===== src/hw/rtl/gpl_pkg.sv =====
`timescale 1ns / 1ps
// Shared widths, register indexes and pipeline control types of the gradient pyramid level.
package gpl_pkg;

  localparam int PIX_W      = 16;
  localparam int PAIR_W     = 17;
  localparam int SUM_W      = 18;
  localparam int GRAD_W     = 17;
  localparam int PROD_W     = 32;
  localparam int SQ_W       = 33;
  localparam int CNT_W      = 12;
  localparam int CFG_IDX_W  = 2;
  localparam int CFG_DATA_W = 12;

  localparam logic [CFG_IDX_W-1:0] REG_LEVEL_WIDTH  = 2'd0;
  localparam logic [CFG_IDX_W-1:0] REG_LEVEL_HEIGHT = 2'd1;
  localparam logic [CFG_IDX_W-1:0] REG_DOWNSAMPLE   = 2'd2;

  localparam logic [CNT_W-1:0] MIN_DIM      = 12'd3;
  localparam logic [CNT_W-1:0] FIRST_GRAD_ROW = 12'd2;
  localparam logic [CNT_W-1:0] RESET_WIDTH  = 12'd640;
  localparam logic [CNT_W-1:0] RESET_HEIGHT = 12'd480;

  typedef struct packed {
    logic emit;
    logic from_pair;
    logic grad_valid;
    logic frame_end;
  } step_t;

  typedef struct packed {
    logic valid;
    logic grad_valid;
    logic frame_end;
  } tag_t;

endpackage


===== src/hw/rtl/gpl_raster_ctrl.sv =====
`timescale 1ns / 1ps
// Raster position tracking, 2x2 phase control and line store addressing.
module gpl_raster_ctrl #(
  parameter int MAX_WIDTH = 2048
) (
  input  logic                            clk,
  input  logic                            rst,
  input  logic                            advance,
  input  logic [gpl_pkg::PIX_W-1:0]       pixel,
  input  logic                            frame_start,
  input  logic [gpl_pkg::CNT_W-1:0]       level_width,
  input  logic [gpl_pkg::CNT_W-1:0]       level_height,
  input  logic                            downsample_enable,
  output gpl_pkg::step_t                  step,
  output logic [gpl_pkg::PAIR_W-1:0]      pair,
  output logic                            psum_write,
  output logic [$clog2(MAX_WIDTH)-1:0]    col_addr,
  output logic [$clog2(MAX_WIDTH)-1:0]    right_addr,
  output logic [$clog2(MAX_WIDTH)-1:0]    left_addr
);

  localparam int AW = $clog2(MAX_WIDTH);

  logic [gpl_pkg::CNT_W-1:0] column_count, column_count_next;
  logic [gpl_pkg::CNT_W-1:0] row_count, row_count_next;
  logic                      col_phase, col_phase_next;
  logic                      row_phase, row_phase_next;
  logic [gpl_pkg::PIX_W-1:0] held_left, held_left_next;

  logic [gpl_pkg::CNT_W-1:0] eff_w, eff_h, col, row;
  logic                      cph, rph, last_col, last_row;
  logic [AW-1:0]             x;

  always_comb begin
    eff_w = level_width;
    if (level_width < gpl_pkg::MIN_DIM) begin
      eff_w = gpl_pkg::MIN_DIM;
    end else if (32'(level_width) > MAX_WIDTH) begin
      eff_w = gpl_pkg::CNT_W'(MAX_WIDTH);
    end
    eff_h = (level_height < gpl_pkg::MIN_DIM) ? gpl_pkg::MIN_DIM : level_height;

    col = frame_start ? '0 : column_count;
    row = frame_start ? '0 : row_count;
    cph = frame_start ? 1'b0 : col_phase;
    rph = frame_start ? 1'b0 : row_phase;

    last_col = ((gpl_pkg::CNT_W+1)'(col) + 1'b1) >= (gpl_pkg::CNT_W+1)'(eff_w);
    last_row = ((gpl_pkg::CNT_W+1)'(row) + 1'b1) >= (gpl_pkg::CNT_W+1)'(eff_h);

    if (32'(col) >= MAX_WIDTH) begin
      x = AW'(MAX_WIDTH - 1);
    end else begin
      x = AW'(col);
    end
    col_addr   = x;
    right_addr = last_col ? '0 : x + 1'b1;
    left_addr  = (x == '0) ? AW'(eff_w - 1'b1) : x - 1'b1;
  end

  always_comb begin
    pair              = gpl_pkg::PAIR_W'(held_left) + gpl_pkg::PAIR_W'(pixel);
    step              = '0;
    psum_write        = 1'b0;
    column_count_next = col;
    row_count_next    = row;
    col_phase_next    = cph;
    row_phase_next    = rph;
    held_left_next    = held_left;

    if (!downsample_enable) begin
      col_phase_next = 1'b0;
      row_phase_next = 1'b0;
      step.emit      = 1'b1;
    end else if (!cph) begin
      held_left_next = pixel;
      col_phase_next = 1'b1;
    end else begin
      col_phase_next = 1'b0;
      if (!rph) begin
        psum_write = 1'b1;
        if (last_col) begin
          column_count_next = '0;
          row_phase_next    = 1'b1;
        end else begin
          column_count_next = col + 1'b1;
        end
      end else begin
        step.emit      = 1'b1;
        step.from_pair = 1'b1;
      end
    end

    if (step.emit) begin
      step.grad_valid = row >= gpl_pkg::FIRST_GRAD_ROW;
      step.frame_end  = last_col && last_row;
      if (last_col) begin
        column_count_next = '0;
        row_phase_next    = 1'b0;
        row_count_next    = last_row ? '0 : row + 1'b1;
      end else begin
        column_count_next = col + 1'b1;
      end
    end
  end

  always_ff @(posedge clk) begin
    if (rst) begin
      column_count <= '0;
      row_count    <= '0;
      col_phase    <= 1'b0;
      row_phase    <= 1'b0;
      held_left    <= '0;
    end else if (advance) begin
      column_count <= column_count_next;
      row_count    <= row_count_next;
      col_phase    <= col_phase_next;
      row_phase    <= row_phase_next;
      held_left    <= held_left_next;
    end
  end

endmodule


===== config.mk =====
export PLATFORM = sky130hd
export DESIGN_NAME = gpl_raster_ctrl
export DESIGN_NICKNAME = d
export VERILOG_FILES = /design/src/hw/rtl/gpl_pkg.sv /design/src/hw/rtl/gpl_raster_ctrl.sv
export SDC_FILE = /design/constraint.sdc
export NUM_CORES = 1
export LEC_CHECK = 0
export ABC_AREA = 1
export BUFFER_PORTS_ARGS = -buffer_cell sky130_fd_sc_hd__clkbuf_2
export CORE_MARGIN = 2
export CORE_UTILIZATION = 43
export CTS_BUF_LIST = sky130_fd_sc_hd__clkbuf_4 sky130_fd_sc_hd__clkbuf_8
export DETAILED_ROUTE_END_ITERATION = 6
export PLACE_DENSITY = 0.71
export SETUP_SLACK_MARGIN = 0.02
export SYNTH_ARGS = -nofsm -noshare
export SYNTH_HDL_FRONTEND = slang
export SYNTH_SLANG_ARGS = --single-unit

===== constraint.sdc =====
create_clock -name clk -period 4.54 [get_ports clk]
set_clock_uncertainty 0.1 [all_clocks]
set_input_delay 0.681 -clock clk [delete_from_list [all_inputs] [get_ports clk]]
set_output_delay 0.681 -clock clk [all_outputs]
set_load 0.1 [all_outputs]

; After elaboration in Yosys (flattened, before gate mapping)
; Index checks and enable logic that the tools add are counted.
[op_classes]
n_addsub = 8
n_lt_le_gt_ge = 7
mux = 34
n_reduce_logical = 3
n_bitwise = 1
[ops]
columns = operator, count
row1 = two-way mux 12 bit, 13
row2 = two-way mux 11 bit, 3
row3 = adder 12 x 1 -> 13 bit (second input constant), 2
row4 = greater-or-equal comparator 13 x 12 -> 1 bit, 2
row5 = adder 12 x 1 -> 12 bit (second input constant), 2
row6 = < comparator 12 x 2 -> 1 bit (second input constant), 2
row7 = subtractor 11 x 1 -> 11 bit (second input constant), 2
row8 = adder 16 x 16 -> 17 bit, 1
row9 = two-way mux 1 bit, 15
row10 = greater-or-equal comparator 12 bit (second input constant), 1
row11 = greater-or-equal comparator 12 x 2 -> 1 bit (second input constant), 1
row12 = > comparator 12 bit (second input constant), 1
row13 = adder 11 x 1 -> 11 bit (second input constant), 1
row14 = logical NOT 11 bit, 1
row15 = two-way mux 2 bit, 3
row16 = AND reduction 3 bit, 1
row17 = logical AND 1 bit, 1
row18 = NOT 1 bit, 1
[totals]
ff_bits = 42
elab_cells = 58
input_bits = 45
output_inout_bits = 55

; Depth between registers and ports, before layout
[depth]
depth_word = 10
depth_mapped = 24
depth_no_buf = 22

; Worst setup path before layout
; OpenSTA, ideal clock, no wires.
[synth_path]
kind = input port to output port
startpoint = input port frame_start
endpoint = output port left_addr[6]
required_ns = 3.759
n_path_buf = 1
arrival_time_ns = 6.318
stages = 10
slack_ns = -2.559
path_cell_list = buf_2 -> nor2_1 -> nor2_1 -> inv_1 -> o21ai_0 -> ha_1 -> nand2_1 -> nor2_2 -> nand2_1 -> xnor2_1
[synth_between]
elab_chain_len = 5
elab_cells_between_ends = 6
classes_between = add/sub (1) / order compare (1) / mux (3) / reduce/logical (1)
[synth_rtl]
columns = element, line_no
row1 = "start, declared", gpl_raster_ctrl.sv:10  ; input logic frame_start,
row2 = two-way mux 12 bit (*), gpl_raster_ctrl.sv:43  ; col = frame_start ? '0 : column_count;
row3 = greater-or-equal comparator 12 bit, gpl_raster_ctrl.sv:51  ; if (32'(col) >= MAX_WIDTH) begin
row4 = two-way mux 11 bit (*), gpl_raster_ctrl.sv:51
row5 = net col_addr[0], gpl_raster_ctrl.sv:17  ; output logic [$clog2(MAX_WIDTH)-1:0] col_addr,
row6 = subtractor 11 x 1 -> 11 bit / logical NOT 11 bit (equally long branches), gpl_raster_ctrl.sv:58  ; left_addr = (x == '0) ? AW'(eff_w - 1'b1) : x - 1'b1;
row7 = two-way mux 11 bit (*), gpl_raster_ctrl.sv:58
row8 = "end, declared", gpl_raster_ctrl.sv:19  ; output logic [$clog2(MAX_WIDTH)-1:0] left_addr
; Mark *: on every way through the listed nets, which the timed path passes. The rest lies on a longest branch.

==> run_results.csv <==
group,metric,value,unit
status,status,"completed",
critical_path,r2r-end,"row_count[11]",
synthesis,synthesis.area,4730,sq um
global_route,antenna_found_initial,0,
layout,drive_above_1_share,0.204,
synthesis,synth_top_area_frac,0.178,
layout,fin_nets,993,
die,dieArea,11800,sq um
synthesis,synth_nets,889,
min_path,hp-start,"row_count[7]",
critical_path,r2r_setup_slack,1.20,ns
timing,period_share,0.960,
critical_path,reg2reg_from,"row_count[1]",
detailed_routing,vias,5426,
layout,area_delta_synth_final,27.9,%
detailed_routing,wl,13.6,mm
clock_network,ctsHoldBuffers,0,
timing,hold_ws,0.376,ns
power_and_ir_drop,leakagePower,0.00322,uW
timing,tightest_slew,0.669,ns
synthesis,ys_ff_latch,42,
timing,finalSetupViolCount,0,
timing,finalHoldViolCount,0,
min_path,hold_class,"reg2reg",
detailed_routing,antenna_left,0,
global_route,grt_pass1_wl,22.8,mm
die,core_area,10800,sq um
die,start_util,0.438,
clock_network,cts_tree,"done",
timing,slew_headroom,0.553,
clock_network,clk_pin_slew,0.10,ns
clock_network,clock-sinks,42,
global_route,overflow,0,
clock_network,cts-root-buf,"clkbuf_8",
critical_path,cp_max_fo,10,
layout,seqCellArea,841,sq um
min_path,min_to,"row_count[7]",
critical_path,arrival,3.58,ns
critical_path,worstSetupPathType,"in2out",
layout,final_common_cell,"nand2_1",
critical_path,rr_worst_depth,20,
power_and_ir_drop,p_per_area,283,nW/um^2
synthesis,syn_avg_cell_area,5.93,sq um
timing,fmax,230,MHz
clock_network,ctsHtreeMaxLevel,2,
synthesis,synth_area_leaders,"dfxtp_1, nand2_1, ha_1",
critical_path,critPathRequiredTime,3.76,ns
detailed_routing,viasPerCell,5.21,
global_route,grt_pass1_vias,4841,
detailed_routing,avgRoutedWirePerCell,13.1,um
layout,num-fill-cells,1085,
die,die_h,109,um
place,port_buffers,99,
min_path,hold_path_depth,2,
die,die_width,109,um
detailed_routing,drt-pass1-iter-count,5,
layout,layout_common_cells,"nand2_1, inv_1, nor2_1, clkbuf_2, o21ai_0",
place,dp_hpwl,10.8,mm
synthesis,netlist_instances,797,
clock_network,clock_latency,0.31,ns
detailed_routing,drt_iter0_markers,247,
synthesis,synth_area_leader_cell,"dfxtp_1",
layout,antennaDiodeCount,0,
global_route,track_usage,0.237,
critical_path,start_kind,"primary input",
timing,finalCriticalPeriod,4.36,ns
die,fp-row-count,38,
global_route,grt_max_degree,32,
power_and_ir_drop,peakVddDrop,0.000267,V
detailed_routing,route.detailed.drc,0,
clock_network,cts.path.max_buffers,2,
layout,utilization,0.560,
clock_network,numCtsBuffers,5,
synthesis,synth.distinct_cells,38,
synthesis,synth_warnings,0,
timing,drv_slew,0,
layout,multi_input_area,3520,sq um
flow_run,cap_violations,0,
critical_path,crit_path_end_kind,"output port",
die,io_pins,100,
synthesis,synth_seq_area_share,0.178,
place,place.gp.congestion,1.01,
==> registers in the layout (all words and copies together), names as in the netlist <==
register / cells
row_count: 12
row_phase: 1
col_phase: 1
column_count: 12
held_left: 16
==> power breakdown <==
part | switching, uW | internal (uW) | leakage (uW) | total (uW)
registers | 12.5 | 387 | 0.000344 | 400
clock network | 161 | 115 | 0.0000506 | 277
logic | 772 | 262 | 0.00283 | 1030
total | 946 | 765 | 0.00322 | 1710
==> worst max path at each step <==
stage,start,end,slack [ns],cells after the start
floorplan,frame_start,right_addr[10],0.02,12
global placement,frame_start,step[0],-0.06,18
detailed placement,frame_start,step[0],-0.03,18
CTS,frame_start,left_addr[6],0.05,17
global route,frame_start,step[0],-0.003,19
finish,frame_start,step[0],0.18,19
==> critical path: stages <==
cell      delay, ns
clkbuf_4       0.18
buf_6          0.17
nor2_2         0.16
ha_1           0.20
nand3_1        0.15
nor2_2         0.18
buf_4          0.14
nand3_1        0.07
xor2_1         0.17
inv_1          0.07
ha_1           0.30
a21o_1         0.16
a21oi_1        0.13
o21ai_0        0.10
nor2_1         0.15
nand2_1        0.11
nand3_1        0.17
inv_1          0.10
buf_12         0.17
==> cells in the mapped netlist <==
cell       instances
nand2_1          158
nor2_1           129
inv_1            116
o21ai_0           68
a21oi_1           54
ha_1              46
dfxtp_1           42
nand3_1           41
xor2_1            27
nand4_1           18
clkbuf_1          16
xnor2_1           10
nor3_1             9
buf_2              6
a31oi_1            5
inv_2              5
nand3b_1           5
nor2_2             4
o21ai_1            4
a21o_1             3
nand2_2            3
nor4_1             3
o21a_1             3
o21bai_1           3
or2_2              3
a21boi_0           2
nor3b_1            2
o211ai_1           2
a2111oi_0          1
a211oi_1           1
and3_1             1
buf_4              1
buf_6              1
fa_1               1
nand2_4            1
nand3_2            1
nor3_4             1
o21ai_2            1
==> final cells by class <==
type | instances | share of cell area
Multi-Input combinational cell | 610 | 0.582
Clock buffer | 5 | 0.0114
Clock inverter | 3 | 0.00476
Tap cell | 140 | 0.0290
Timing Repair Buffer | 121 | 0.158
Inverter | 121 | 0.0760
Sequential cell | 42 | 0.139
==> metal layers <==
layer  share of wire  routed length [um]  up-vias  GRT usage
met2            0.43                5860      195      0.375
met3           0.075                1020       26     0.0400
met5               0                   0        -          0
li1                -                   -     2786          -
met1            0.47                6450     2419      0.333
met4           0.020                 270        0     0.0614
==> kinds of logic (layout without fill, tap and decap cells) <==
family / after synthesis / in the layout / synth area share
AND/OR/NAND/NOR: 379 / 379 / 0.342
AO/OA/AOI/OAI: 147 / 147 / 0.166
buffers and inverters: 145 / 250 / 0.119
adder cells (fa/ha/maj): 47 / 47 / 0.126
flip-flops: 42 / 42 / 0.178
XOR/XNOR: 37 / 37 / 0.0686
==> metrics by stage <==
step / setup slack [ns] / power (uW) / std cells / instance area, sq um / setup TNS [ns]
3_3_place_gp: -0.0630 / 1430 / 1030 / 5860 / -0.0630
3_5_place_dp: -0.0302 / 1430 / 1030 / 5860 / -0.0302
6_report: 0.183 / 1710 / 1042 / 6040 / 0
2_1_floorplan: 0.0181 / 1200 / 797 / 4890 / 0
5_1_grt: -0.00252 / 1800 / 1042 / 6040 / -0.00252
4_1_cts: 0.0452 / 1710 / 1038 / 5960 / 0
==> repair_timing <==
action                     in CTS  in global routing
setup endpoints to repair       1                  7
buffers inserted                0                  4
gates resized for setup         2                 14
pin swaps                       0                  3
Note: power is estimated with default switching activity, not from simulation.
