$ cat config.mk
export PLATFORM = sky130hd
export DESIGN_NAME = gpl_grad_mag
export DESIGN_NICKNAME = d
export VERILOG_FILES = /design/src/hw/rtl/gpl_pkg.sv /design/src/hw/rtl/gpl_grad_mag.sv
export SDC_FILE = /design/constraint.sdc
export NUM_CORES = 1
export LEC_CHECK = 0
export BUFFER_PORTS_ARGS = -buffer_cell sky130_fd_sc_hd__buf_2
export CORE_ASPECT_RATIO = 0.8
export CORE_MARGIN = 2
export CORE_UTILIZATION = 30
export CTS_CLUSTER_DIAMETER = 200
export DETAILED_ROUTE_END_ITERATION = 6
export SYNTH_ARGS = -nofsm -noshare
export SYNTH_HDL_FRONTEND = slang
export SYNTH_SLANG_ARGS = --single-unit
$ cat constraint.sdc
create_clock -name clk -period 6.1 [get_ports clk]
set_input_delay 0.61 -clock clk [delete_from_list [all_inputs] [get_ports clk]]
set_output_delay 0.61 -clock clk [all_outputs]
set_load 0.1 [all_outputs]
$ cat src/hw/rtl/gpl_pkg.sv
`timescale 1ns / 1ps
// Shared widths, register indexes and pipeline control types of the gradient pyramid level.
package gpl_pkg;

  localparam int PIX_W      = 16;
  localparam int PAIR_W     = 17;
  localparam int SUM_W      = 18;
  localparam int GRAD_W     = 17;
  localparam int PROD_W     = 32;
  localparam int SQ_W       = 33;
  localparam int CNT_W      = 12;
  localparam int CFG_IDX_W  = 2;
  localparam int CFG_DATA_W = 12;

  localparam logic [CFG_IDX_W-1:0] REG_LEVEL_WIDTH  = 2'd0;
  localparam logic [CFG_IDX_W-1:0] REG_LEVEL_HEIGHT = 2'd1;
  localparam logic [CFG_IDX_W-1:0] REG_DOWNSAMPLE   = 2'd2;

  localparam logic [CNT_W-1:0] MIN_DIM      = 12'd3;
  localparam logic [CNT_W-1:0] FIRST_GRAD_ROW = 12'd2;
  localparam logic [CNT_W-1:0] RESET_WIDTH  = 12'd640;
  localparam logic [CNT_W-1:0] RESET_HEIGHT = 12'd480;

  typedef struct packed {
    logic emit;
    logic from_pair;
    logic grad_valid;
    logic frame_end;
  } step_t;

  typedef struct packed {
    logic valid;
    logic grad_valid;
    logic frame_end;
  } tag_t;

endpackage

$ cat src/hw/rtl/gpl_grad_mag.sv
`timescale 1ns / 1ps
// Gradient squares, magnitude sum and the result output register.
module gpl_grad_mag (
  input  logic                                clk,
  input  logic                                rst,
  input  logic                                en,
  input  gpl_pkg::tag_t                       tag_in,
  input  logic [gpl_pkg::PIX_W-1:0]           level_in,
  input  logic signed [gpl_pkg::GRAD_W-1:0]   gx_in,
  input  logic signed [gpl_pkg::GRAD_W-1:0]   gy_in,
  output logic                                result_valid,
  output logic [gpl_pkg::PIX_W-1:0]           level_pixel,
  output logic signed [gpl_pkg::GRAD_W-1:0]   grad_x,
  output logic signed [gpl_pkg::GRAD_W-1:0]   grad_y,
  output logic [gpl_pkg::SQ_W-1:0]            grad_sq,
  output logic                                grad_valid,
  output logic                                frame_end
);

  gpl_pkg::tag_t                      tag4;
  logic [gpl_pkg::PIX_W-1:0]          level4;
  logic signed [gpl_pkg::GRAD_W-1:0]  gx4, gy4;
  logic [gpl_pkg::PROD_W-1:0]         sqx4, sqy4;
  logic signed [2*gpl_pkg::GRAD_W-1:0] prod_x, prod_y;

  assign prod_x = gx_in * gx_in;
  assign prod_y = gy_in * gy_in;

  always_ff @(posedge clk) begin
    if (rst) begin
      tag4         <= '0;
      result_valid <= 1'b0;
    end else if (en) begin
      tag4         <= tag_in;
      result_valid <= tag4.valid;
    end
  end

  always_ff @(posedge clk) begin
    if (en) begin
      level4      <= level_in;
      gx4         <= gx_in;
      gy4         <= gy_in;
      sqx4        <= prod_x[gpl_pkg::PROD_W-1:0];
      sqy4        <= prod_y[gpl_pkg::PROD_W-1:0];
      level_pixel <= level4;
      grad_x      <= gx4;
      grad_y      <= gy4;
      grad_sq     <= gpl_pkg::SQ_W'(sqx4) + gpl_pkg::SQ_W'(sqy4);
      grad_valid  <= tag4.grad_valid;
      frame_end   <= tag4.frame_end;
    end
  end

  a_border_row_zero_squares: assert property (@(posedge clk) disable iff (rst)
    tag4.valid && !tag4.grad_valid |-> sqx4 == '0 && sqy4 == '0)
    else $error("squares nonzero on a border row");

endmodule

# [After elaboration in Yosys (flattened, before gate mapping)]
# Index checks and enable logic that the tools add are counted.
[totals] reg_bits=203 elab_cells=18
[classes] n_addsub=1 multipliers=2
[op_table] cell="$mul A17 B17 Y32" count=2
[op_table] cell="$add A32 B32 Y33" count=1

# [Depth between registers and ports, before layout]
# Gate-level depths: netlist of run 1.
[logic_depth] word_depth=1 mapped_depth=24 depth_no_buf=23

# [Least setup slack after synthesis of run 1]
# No wires, ideal clock.
[synth_path] path_kind="input to register" start="in gx_in[5] (netlist name)" end="reg sqx4[30] (netlist name) (data pin)" arrival_ns=6.291 required_time_ns=5.829 slack_ns=-0.462 stages=23 n_path_buf=2 cell_sequence="clkbuf_1 -> clkbuf_1 -> nand2_1 -> fa_1 -> inv_1 -> fa_1 -> inv_1 -> fa_1 -> inv_1 -> fa_1 -> fa_1 -> inv_1 -> fa_1 -> inv_1 -> ha_1 -> and4_1 -> nand3_1 -> a2111oi_0 -> nor3_1 -> o41a_1 -> a31oi_1 -> mux2i_1 -> o2111ai_1"
[synth_between] elab_chain_cells=1
[synth_rtl] item="from (decl)" line_no="gpl_grad_mag.sv:9" text="input logic signed [gpl_pkg::GRAD_W-1:0] gx_in,"
[synth_rtl] item="$mul A17 B17 Y32" line_no="gpl_grad_mag.sv:26" text="assign prod_x = gx_in * gx_in;"
[synth_rtl] item="via prod_x (one bit)" line_no="gpl_grad_mag.sv:24" text="logic signed [2*gpl_pkg::GRAD_W-1:0] prod_x, prod_y;"
[synth_rtl] item="to (signal assigned)" line_no="gpl_grad_mag.sv:44" text="sqx4 <= prod_x[gpl_pkg::PROD_W-1:0];"
[synth_rtl] item="to (decl)" line_no="gpl_grad_mag.sv:23" text="logic [gpl_pkg::PROD_W-1:0] sqx4, sqy4;"
# The timed path passes the listed nets, and every way through them passes these cells.
# A chain may end at the register's enable or synchronous reset.

# [Worst setup path in the final report of run 1]
[layout_path] start="in gy_in[3] (netlist name)" end="reg sqy4[25] (netlist name) (data pin)"
[layout_between] elab_chain_cells=1
[layout_rtl] item="from (decl)" line_no="gpl_grad_mag.sv:10" text="input logic signed [gpl_pkg::GRAD_W-1:0] gy_in,"
[layout_rtl] item="$mul A17 B17 Y32" line_no="gpl_grad_mag.sv:27" text="assign prod_y = gy_in * gy_in;"
[layout_rtl] item="via prod_y (one bit)" line_no="gpl_grad_mag.sv:24"
[layout_rtl] item="to (signal assigned)" line_no="gpl_grad_mag.sv:45" text="sqy4 <= prod_y[gpl_pkg::PROD_W-1:0];"
[layout_rtl] item="to (decl)" line_no="gpl_grad_mag.sv:23"
# The timed path passes the listed nets, and every way through them passes these cells.

==> reports/metrics.csv, run 1 <==
metric,value,unit
ranking of synthesized cells by area,"fa_1 (39%), edfxtp_1 (22%), inv_1 (9.8%)",
Post-synth ARST share,0,%
root buf cell,clkbuf_16,
CP max FO,11,
initial drt markers,832,
CP startpoint kind,input pin,
via density per instance,4.29,
Antenna Nets Post-Route,0,
"Hold Vio Cnt, Final",0,
clk sinks,199,
Worst setup EP type,register,
Core Box Area,86000,um^2
I/O Pins,142,
TritonRoute pass-1 iters,5,
critical path's largest stage delay,0.54,ns
# rows,96,
Netlist cell types,56,
Placer Congestion,0.852,
Tmin final,5.90,ns
grt total ovfl,0,
Post-synth EDFFs,195,
sequential fraction of the synthesis area,22.7,%
vias in the first global route,18300,
most used routing layer,met2,
grt met1 use,20.7,%
Final #Nets,3634,
Placed Cells,3974,
Total Routed Length,59.0,mm
MaxCap Viol Count,0,
CP max stage cell,fa_1,
Die H,268,um
Num CTS Buffers,17,
Ys Warns,0,
Most used DFF post-synth,edfxtp_1,
routed len/inst,14.7,um
Final Skew,0.0207,ns
cell with the most instances after synthesis,inv_1,
Syn-to-layout area delta,20.8,%
synthesized instance count,2431,
"Hold-fix buffers, CTS",0,
Synth area leader,fa_1,
Slew headroom,45.7,%
die area,89500,um^2
most frequent cells after synthesis,"inv_1 (679), fa_1 (512), ha_1 (199)",
Post-Layout Cell Count,4009,
IO buf count,141,
Yosys top cell area share,39.2,%
drt drc,0,
setup TNS,0,ns
Filler Cell Count,8550,
GR Util met2,21.8,%
global routing usage on met3,2.62,%
first-pass GRT wire length,97.7,mm
Seq cells post-synth,199,
Worst Hold Class,input pin to register,
initial antenna violation count,2,
Mapped Area,26100,um^2
DIE WIDTH,334,um
Post-DP HPWL,50.6,mm
period utilization,96.8,%
status,"complete, no violations",
kind of critical path,input pin to register,
initial core utilization,30.4,%
setup violators final,0,
Longest Clk Path Bufs,2,
CP required,6.32,ns
fin. max-slew vios,0,
syn_nets,3198,
syn_area_per_cell,10.7,um^2
worst-path cell chain,buf_4 > and2_1 > fa_1 > inv_1 > fa_1 > fa_1 > inv_1 > fa_1 > fa_1 > inv_1 > fa_1 > inv_1 > ha_4 > a21oi_2 > nor2b_1 > o41a_1 > o41a_1 > o41ai_2 > o21bai_1 > a21oi_2 > xnor2_1,
Max Freq,169,MHz
Worst Tran Pin Value,0.815,ns
"Reg clk slew, reported paths",0.08,ns
Worst-Skew Late Latency,0.49,ns
CTS tree,built,
share of cells above drive strength 1,19.7,%
GR Util All Layers,14.0,%
htree depth,4,
Vias,17200,
largest net degree at the start of global routing,103,
most frequent CP cell,fa_1,
critical path data arrival time,6.13,ns
==> cells in the final DEF, fill, tap and decap left out, types with 6 or more instances in the layout <==
cell type,count
a211oi_1,10
a21o_1,30
a21oi_1,50
a31o_2,8
a31oi_1,7
and2_1,110
buf_2,116
buf_4,321
buf_6,6
clkbuf_16,17
clkbuf_4,16
edfxtp_1,195
fa_1,506
fa_2,6
ha_1,186
ha_4,11
inv_1,678
mux2i_1,6
nand2_1,178
nand2b_1,11
nand3_1,9
nor2_1,77
nor2b_1,25
nor3_1,13
o211ai_1,6
o21a_1,11
o21ai_0,27
o21bai_1,6
or2_2,6
xnor2_1,83
xor2_1,32
==> sequential cells by signal (all words and copies together) (netlist names) <==
| name | cells |
|---|---|
| grad_sq | 33 |
| sqx4 | 30 |
| sqy4 | 30 |
| grad_x | 17 |
| grad_y | 17 |
| gx4 | 17 |
| gy4 | 17 |
| level4 | 16 |
| level_pixel | 16 |
| tag4 | 3 |
| frame_end | 1 |
| grad_valid | 1 |
| result_valid | 1 |
==> area by class of cell <==
class | count | area, um^2 | share of cell area (%)
diodes | 2 | 5.00 | 0.0159
well taps | 1127 | 1410 | 4.47
clock inverters | 14 | 160 | 0.507
multi-input cells | 1505 | 17800 | 56.3
repair buffers | 465 | 3290 | 10.4
inverters | 679 | 2550 | 8.09
clock buffers | 18 | 429 | 1.36
flip-flops and latches | 199 | 5940 | 18.8
==> path summary, 6_finish.rpt <==
check             depth (start not counted)             end  slack, ns          from
setup / recovery                         21        sqy4[25]       0.20      gy_in[3]
hold / removal                            1      level4[12]       0.29  level_in[12]
setup reg to reg                          9     grad_sq[30]       2.91       sqx4[3]
hold reg to reg                           0  level_pixel[8]       0.42     level4[8]
==> cells by family (layout without fill, tap and decap cells) <==
kind of cell	after synthesis	after routing	share of synthesized area, %
fa+ha+maj	711	711	48.8
mux	8	8	0.316
compound gates	199	199	5.11
other cells	0	2	0
flops	199	199	22.7
buf+inv	727	1176	10.4
xor+xnor	118	118	3.96
simple gates	469	469	8.69
==> through the flow <==
step | hold WS [ns] | util [%] | worst slack, ns | area [um^2]
floorplan | 0.400 | - | -0.154 | 26400
global placement | 0.400 | 35.7 | -0.382 | 30700
detailed placement | 0.405 | 35.7 | -0.413 | 30700
CTS | 0.250 | 36.4 | 0.0912 | 31300
global route | 0.260 | 36.7 | -0.0149 | 31600
finish | 0.295 | 36.7 | 0.197 | 31600
==> routing by layer <==
metal | routed length, um | up-vias
li1 | - | 8256
met2 | 26000 | 263
met3 | 2730 | 34
met1 | 29700 | 8627
met5 | 27 | -
met4 | 442 | 4
==> critical path, delay by kind of cell <==
family / cells / cell delay, ns
buf+inv: 5 / 0.40
fa+ha+maj: 7 / 3.22
compound gates: 6 / 1.54
xor+xnor: 1 / 0.07
simple gates: 2 / 0.27
==> repair_timing <==
item	CTS	global route
buffers inserted	0	1
resized for setup	0	72
endpoints found under the setup margin	0	11
Power of run 1 is not shown: default switching activity piles up to over one toggle a cycle in this logic, so the estimate is an artifact.
==> inputs of run 2 (changes only) <==
--- a/config.mk
+++ b/config.mk
@@ -8,9 +8,10 @@
 export BUFFER_PORTS_ARGS = -buffer_cell sky130_fd_sc_hd__buf_2
 export CORE_ASPECT_RATIO = 0.8
 export CORE_MARGIN = 2
-export CORE_UTILIZATION = 30
+export CORE_UTILIZATION = 50
 export CTS_CLUSTER_DIAMETER = 200
 export DETAILED_ROUTE_END_ITERATION = 6
+export PLACE_DENSITY = 0.7
 export SYNTH_ARGS = -nofsm -noshare
 export SYNTH_HDL_FRONTEND = slang
 export SYNTH_SLANG_ARGS = --single-unit
==> run 2 against run 1 <==
The flow now finishes with violations (design-rule violations). Count of clock-buffer cells in the layout stayed put. Via count is 3.1% higher. Fmax is 1.5% lower. Cell area is 2.5% lower. Worst hold slack worse by 0.0015 ns. Flip-flop and latch count stayed put. Die area is 40% lower. Worst setup slack worse by 0.087 ns. Sequential share of layout area is 0.47 points higher. Core utilization is 23 points higher. Register-to-register slack better by 0.05 ns. Non-clock buffer count is 25 lower. Critical endpoint is now sqx4[30].
==> reports/metrics.csv, run 2 (synthesis gave the netlist of run 1 again) <==
metric,value,unit,change
status,"complete, but fails checks",,"was complete, no violations"
failing checks,design-rule violations,,
critical path data arrival time,6.21,ns,was 6.13 ns
Worst setup EP type,register,,unchanged
Max Freq,167,MHz,was 169 MHz
routed len/inst,15.7,um,was 14.7 um
worst reg2reg path depth,9,,unchanged
MaxCap Viol Count,0,,unchanged
most used routing layer,met2,,unchanged
global routing usage on met3,3.90,%,was 2.62%
via density per instance,5.00,,was 4.29
Core Box Area,51300,um^2,was 86000 um^2
Tmin final,5.99,ns,was 5.90 ns
root buf cell,clkbuf_16,,unchanged
GR Util met2,36.4,%,was 21.8%
drt drc,1,,was 0
Syn-to-layout area delta,17.8,%,was 20.8%
RSZ-0062 raised after global routing,true,,
most frequent CP cell,fa_1,,unchanged
htree depth,4,,unchanged
Biggest register,grad_sq,,unchanged
initial antenna violation count,1,,was 2
CP startpoint kind,input pin,,unchanged
worst-path cell chain,buf_2 > nand2_1 > fa_1 > inv_1 > fa_1 > fa_1 > fa_1 > fa_1 > inv_1 > fa_1 > inv_1 > ha_4 > and4_4 > nand3_2 > a2111oi_4 > nor3_4 > o41a_1 > a31oi_2 > mux2i_1 > o2111ai_1,,was buf_4 > and2_1 > fa_1 > inv_1 > fa_1 > fa_1 > inv_1 > fa_1 > fa_1 > inv_1 > fa_1 > inv_1 > ha_4 > a21oi_2 > nor2b_1 > o41a_1 > o41a_1 > o41ai_2 > o21bai_1 > a21oi_2 > xnor2_1
fin. max-slew vios,0,,unchanged
share of cells above drive strength 1,18.8,%,was 19.7%
CP top delay family,adder cells,,unchanged
Final #Nets,3609,,was 3634
die area,54100,um^2,was 89500 um^2
hold slack,0.293,ns,was 0.295 ns
Worst Hold Class,input pin to register,,unchanged
GR Util All Layers,22.3,%,was 14.0%
initial core utilization,50.9,%,was 30.4%
Post-DP HPWL,47.0,mm,was 50.6 mm
DIE WIDTH,260,um,was 334 um
Die H,208,um,was 268 um
initial drt markers,922,,was 832
largest net degree at the start of global routing,87,,was 103
critical path's largest stage delay,0.60,ns,was 0.54 ns
period utilization,98.2,%,was 96.8%
clk sinks,199,,unchanged
Worst Tran Pin Value,0.814,ns,was 0.815 ns
Placer Congestion,0.891,,was 0.852
Total Routed Length,55.6,mm,was 59.0 mm
CTS tree,built,,unchanged
grt met1 use,30.8,%,was 20.7%
max reg flops,33,,unchanged
critical path depth in cells,20,,was 21
Post-Place Worst Slack,-0.481,ns,was -0.413 ns
Worst-Skew Late Latency,0.49,ns,about the same
Filler Cell Count,4235,,was 8550
hold path depth,1,,unchanged
CP required,6.32,ns,about the same
setup violators final,0,,unchanged
vias in the first global route,19900,,was 18.3k
"Hold Vio Cnt, Final",0,,unchanged
IO buf count,141,,unchanged
Num CTS Buffers,17,,unchanged
CP max FO,8,,was 11
# rows,74,,was 96
Antenna Nets Post-Route,0,,unchanged
Final Skew,0.0136,ns,was 0.0207 ns
Inserted Diodes,0,,was 2
"Reg clk slew, reported paths",0.08,ns,about the same
Slew headroom,45.7,%,about the same
first-pass GRT wire length,95.5,mm,was 97.7 mm
final setup margin,0.110,ns,was 0.197 ns
Longest Clk Path Bufs,2,,unchanged
R2R setup slack,2.96,ns,was 2.91 ns
kind of critical path,input pin to register,,unchanged
TritonRoute pass-1 iters,7,,was 5
setup TNS,0,ns,unchanged
"most common cell after layout, fill and taps aside",inv_1,,unchanged
I/O Pins,142,,unchanged
most frequent cells in the layout,"inv_1 (678), fa_1 (506), buf_4 (297)",,"was inv_1 (678), fa_1 (506), buf_4 (321)"
Buf/Inv on CP,4,,was 5
Top Registers,"grad_sq (33), sqx4 (30), sqy4 (30)",,unchanged
grt total ovfl,0,,unchanged
Vias,17700,,was 17.2k
CP max stage cell,fa_1,,unchanged
## run 2: changes by cell type in the layout (fill, tap and decap cells not counted), sizes merged
cell      delta
buf         -17
bufinv       +1
clkbuf       -8
clkinv       +2
clkinvlp     -2
diode        -2
inv          -1
## run 2: final timing paths
check | endpoint | from
max reg2reg | grad_sq[27] | sqx4[3]
max | sqx4[30] | gx_in[11]
min reg2reg | grad_x[3] | gx4[3]
min | level4[3] | level_in[3]
## run 2: final cells by class
type	count	area, um^2	area share [%]
inverter	679	2550	8.29
sequential	199	5940	19.3
clock buffer	18	429	1.39
tap	684	856	2.78
timing repair buffer	440	3070	9.98
clock inverter	14	181	0.589
multi-input combinational	1505	17800	57.7
## run 2: metrics by stage
stage / area [um^2] / cells / util [%]
after floorplan: 26400 / 2431 / -
after global placement: 29900 / 3501 / 58.3
after detailed placement: 29900 / 3501 / 58.3
after CTS: 30500 / 3533 / 59.5
after global routing: 30800 / 3539 / 60.0
final: 30800 / 3539 / 60.0
## run 2: layer usage
layer	part of all wire, %	wire, um	vias up
met3	5.2	2880	79
met2	49	27000	377
met1	44	24500	9051
li1	-	-	8203
met5	0.016	9	-
met4	2.2	1210	2
## run 2: repair_timing
| action | in CTS | in global routing |
|---|---|---|
| resized for setup | 0 | 57 |
| setup endpoints to repair | 0 | 10 |
| setup buffers | 0 | 5 |
| hold buffers | 0 | 0 |
Power of run 2 is left out for the same reason.
